$ cat src/hw/rtl/cfa_pkg.sv
// shared types and constants for the carbohydrate flow rate block
package cfa_pkg;

    localparam int TIME_W = 24;
    localparam int AMT_W  = 20;
    localparam int RATE_W = 24;
    localparam int TSUM_W = AMT_W + 1;
    localparam int NUM_W  = 48;
    localparam int QUO_W  = RATE_W;
    localparam int WIDE_W = 50;
    localparam int CFG_W  = 24;

    localparam logic [1:0] REG_CARB = 2'd0;
    localparam logic [1:0] REG_RISE = 2'd1;
    localparam logic [1:0] REG_FALL = 2'd2;
    localparam logic [1:0] REG_PEAK = 2'd3;

    typedef enum logic [2:0] {
        MS_PROD,
        MS_SHAPE,
        MS_DIV,
        MS_ROOT,
        MS_HMUL,
        MS_READY
    } t_meal_state;

    // meal constants shared by every request
    typedef struct packed {
        logic [AMT_W-1:0]        tr;
        logic [AMT_W-1:0]        tf;
        logic [RATE_W-1:0]       v;
        logic [TSUM_W-1:0]       tsum;
        logic                    tri_mode;
        logic [WIDE_W-1:0]       n;
        logic [WIDE_W-1:0]       top;
        logic [AMT_W+RATE_W-1:0] htr;
        logic [TSUM_W+RATE_W-1:0] hsum;
    } t_meal;

    // division in flight: remainder, divisor, quotient so far
    typedef struct packed {
        logic [NUM_W-1:0]  num;
        logic [TSUM_W-1:0] div;
        logic [QUO_W-1:0]  quo;
        logic              tri_mode;
    } t_cell;

endpackage

$ cat src/hw/rtl/cfa_div_cell.sv
// one divider cell: settles one quotient bit and passes the remainder on
module cfa_div_cell #(
    parameter int BIT = 0
) (
    input  logic           i_clk,
    input  logic           i_rst_n,
    input  logic           i_valid,
    output logic           o_ready,
    input  cfa_pkg::t_cell i_data,
    output logic           o_valid,
    input  logic           i_ready,
    output cfa_pkg::t_cell o_data
);

    logic                      r_v;
    cfa_pkg::t_cell            r_d, n_d;
    logic [cfa_pkg::NUM_W-1:0] w_sd;
    logic                      w_take;

    assign o_ready = !r_v || i_ready;
    assign w_sd    = {{(cfa_pkg::NUM_W-cfa_pkg::TSUM_W){1'b0}}, i_data.div} << BIT;
    assign w_take  = i_data.num >= w_sd;

    always_comb begin
        n_d     = i_data;
        n_d.num = w_take ? (i_data.num - w_sd) : i_data.num;
        n_d.quo = {i_data.quo[cfa_pkg::QUO_W-2:0], w_take};
    end

    always_ff @(posedge i_clk) begin
        if (!i_rst_n) begin
            r_v <= 1'b0;
        end else if (o_ready) begin
            r_v <= i_valid;
        end
    end

    always_ff @(posedge i_clk) begin
        if (i_valid && o_ready) r_d <= n_d;
    end

    assign o_valid = r_v;
    assign o_data  = r_d;

endmodule

$ cat config.mk
export PLATFORM = sky130hd
export DESIGN_NAME = cfa_div_cell
export DESIGN_NICKNAME = d
export VERILOG_FILES = /design/src/hw/rtl/cfa_pkg.sv /design/src/hw/rtl/cfa_div_cell.sv
export SDC_FILE = /design/constraint.sdc
export NUM_CORES = 1
export LEC_CHECK = 0
export ABC_AREA = 1
export BUFFER_PORTS_ARGS = -buffer_cell sky130_fd_sc_hd__buf_2
export CORE_MARGIN = 1.5
export CORE_UTILIZATION = 45
export CTS_BUF_LIST = sky130_fd_sc_hd__clkbuf_2
export DETAILED_ROUTE_END_ITERATION = 7
export PLACE_DENSITY = 0.72
export SLEW_MARGIN = 15
export SYNTH_ARGS = -nofsm -noshare
export SYNTH_HDL_FRONTEND = slang
export SYNTH_SLANG_ARGS = --single-unit
$ cat constraint.sdc
create_clock -name i_clk -period 5.99 [get_ports i_clk]
set_clock_uncertainty 0.05 [all_clocks]
set_input_delay 0.2995 -clock i_clk [delete_from_list [all_inputs] [get_ports i_clk]]
set_output_delay 0.2995 -clock i_clk [all_outputs]
set_load 0.01 [all_outputs]
==> metrics <==
largest net degree at the start of global routing=approximately 80; initial antenna violation count=0; cell count after synthesis=812; sequential-to-total area share from yosys stat=a little under half; dpl hpwl=between 10 and 15 mm; Final GP Congestion=about 0.9; Worst Max-Slew Pin Slew=1.02 ns; IO Pins=about 190; Die Width=~120 µm; CTS tree=yes; kind of path behind the tightest hold check=in2reg; ant diodes=0; fin crit period=~3.3 ns; Avg Cell Area, Syn=7.64 µm²; Overflow after GRT=0; dpl cells=approximately 1200; Final nets=approximately 1200; Initial Util=46.5%; Sequential Power Share=between 50% and 60%; final setup vio count=0; Clock Power Share=between 10% and 20%; syn_nets=around 930; Seq cells post-synth=95; GRT Util Overall=25.6%; CTS Buffer Depth=2; Worst R2R Start=o_valid$_SDFFE_PN0N_; CP startpoint kind=input pin; setup tns final=0 ns; CTS Hold Bufs=roughly 90; Max VDD drop=roughly 0.099 mV; Sw Share=between 30% and 40%; PostCTS Resize Cnt=0; worst reg2reg setup slack=3.83 ns; Post-Syn Area=slightly above 6000 µm²; Net Switching=about 500 µW; Cell Rows=between 40 and 50; H-tree depth=3; Crit path arrival time=between 3 and 4 ns; Int Power=~1000 µW; largest fanout on the critical path=50; DR vias/cell=between 4 and 5; final hold vios=0; Clock Pin Slew Worst Setup and Hold Paths=between 0.2 and 0.3 ns; Synth warnings=0; worst r2r dst=o_data[17]$_DFFE_PP_; Setup Fix Bufs, Post-CTS=0; Area Growth Syn to Fin=34.7%; outcome=complete, no violations; root buffer cell=clkbuf_2; number of buffers created by CTS=9; die height=approximately 120 µm; unrepaired setup endpoints after global routing=no; Core Region=13300 µm²; layout cells sized above 1=a little over a fifth; via count=6099; First-pass DRT Iterations=5; remaining antenna violation count=0; reg2reg path depth=2; Critical Path End=o_data[64]$_DFFE_PP_; Routed WL per cell=14.2 µm; Netlist cell types=34; latest clock arrival within the worst-skew pair=0.61 ns; PwrDens=approximately 180 nW/µm²; die footprint=~15000 µm²; Req. time, crit path=6.31 ns; Detailed Route WL=approximately 18 mm; filler cell count=1218; first-pass GRT wire length=around 28 mm; Fmax=301 MHz; Slew HR=between 30% and 40%; maxcap violations=0; number of global-route vias before repair=between 5000 and 6000; Worst Setup End Kind=flop; critical path type=in2reg; Combinational Power Share=between 20 and 30%; Iteration-0 DRC Markers=403; Tcrit/Tclk final=55.4%; Critical Path Source=i_data[46]; PortBufs=192; clk sinks=95; drt drc=0; Slew Limit Fails=0; Power, Total=around 1500 µW; final std cells w/o fill=roughly 1300; leak pwr=approximately 0.0041 µW
==> layout make-up <==
type	count	area (µm²)	share of cell area [%]
clock buffers	10	50.0	0.599
well taps	176	220	2.64
repair buffers	285	1890	22.6
clock inverters	6	43.8	0.524
multi-input cells	551	2720	32.5
inverters	158	593	7.10
flip-flops and latches	95	2840	34.0
==> worst min-delay path by stage <==
stage	start	to	slack [ns]	cells past startpoint
6_report	i_data[76]	o_data[76]$_DFFE_PP_	0.07	3
5_1_grt	i_valid	o_data[20]$_DFFE_PP_	0.05	3
4_1_cts	i_data[76]	o_data[76]$_DFFE_PP_	0.00002	3
3_5_place_dp	i_data[14]	o_data[15]$_DFFE_PP_	0.43	1
3_3_place_gp	i_data[16]	o_data[17]$_DFFE_PP_	0.43	1
2_1_floorplan	i_data[0]	o_data[0]$_DFFE_PP_	0.35	0
==> kinds of logic after synthesis <==
group,Yosys count,share of synthesized area [%]
and+or+nand+nor,446,30.9
adders and majority gates,22,4.56
buffers and inverters,166,10.6
xor gates and xnor gates,18,2.54
AOI/OAI and AO/OA,65,5.58
DFF,95,45.8
==> sequential cells by signal, summed over array words and instances (netlist names) <==
name	count
o_valid	1
o_data	94
==> worst max-delay path, cell delays in order <==
cell	delay [ns]
dlygate4sd3_1	0.53
buf_2	0.12
inv_1	0.05
ha_1	0.16
fa_1	0.21
inv_1	0.09
nand3_1	0.12
nand2_4	0.11
nand2_2	0.07
nand2_2	0.08
nand2_2	0.09
nand2_4	0.06
nand2_4	0.08
nand3_2	0.46
inv_2	0.85
o21ai_1	0.17
==> cell usage in the layout, fill, tap and decap left out, types with 5 or more instances in the layout <==
| master | Yosys | layout |
|---|---|---|
| nand2_1 | 259 | 259 |
| buf_2 | 5 | 192 |
| inv_1 | 155 | 155 |
| edfxtp_1 | 94 | 94 |
| dlygate4sd3_1 | 0 | 92 |
| nor2_1 | 83 | 83 |
| nand3_1 | 47 | 47 |
| a21oi_1 | 31 | 30 |
| ha_1 | 21 | 21 |
| o21ai_1 | 18 | 18 |
| nand4_1 | 14 | 14 |
| xnor2_1 | 14 | 14 |
| clkbuf_2 | 0 | 10 |
| o21ai_0 | 9 | 9 |
| nand2_2 | 8 | 8 |
| nand3b_1 | 8 | 8 |
| nor3_1 | 7 | 7 |
| and2_1 | 5 | 5 |
==> layer usage <==
layer | global-route usage [%] | up-vias | share of wire, %
met5 | 0 | - | 0
met4 | 9.19 | 0 | 2.0
met3 | 4.20 | 23 | 6.1
met2 | 43.0 | 212 | 47
met1 | 33.5 | 2723 | 45
li1 | - | 3141 | -
==> through the flow <==
step / worst slack [ns] / hold slack [ns] / cell area (µm²) / utilization [%]
global route: 2.50 / 0.0493 / 8360 / 62.6
CTS: 2.77 / 0.0000208 / 8360 / 62.6
finish: 2.67 / 0.0669 / 8360 / 62.6
floorplan: 0.443 / 0.348 / 6210 / -
detailed placement: 2.63 / 0.428 / 7340 / 55.0
global placement: 2.64 / 0.426 / 7340 / 55.0
==> power by group through the flow <==
stage          sequential [µW]  combinational (µW)  clock, µW
6_report                   807                 422        293
5_1_grt                    812                 468        325
4_1_cts                    806                 419        300
3_5_place_dp               821                 370          0
3_3_place_gp               820                 367          0
2_1_floorplan              856                 197          0
==> synthesized netlist by cell type (all sizes together) <==
master / count / area share, %
a21boi: 1 / 0.12
nand4: 17 / 2.0
nand3b: 8 / 0.97
xor2: 4 / 0.56
xnor2: 14 / 2.0
a21oi: 33 / 2.8
edfxtp: 94 / 45
ha: 21 / 4.2
buf: 8 / 1.0
inv: 158 / 9.6
nor3: 7 / 0.56
fa: 1 / 0.32
nand2: 270 / 17
nor2: 88 / 5.6
dfxtp: 1 / 0.32
and2: 5 / 0.50
nand3: 48 / 4.0
o21ai: 28 / 2.3
or2: 3 / 0.30
o21a: 3 / 0.36
(Power assumes the default switching activity.)
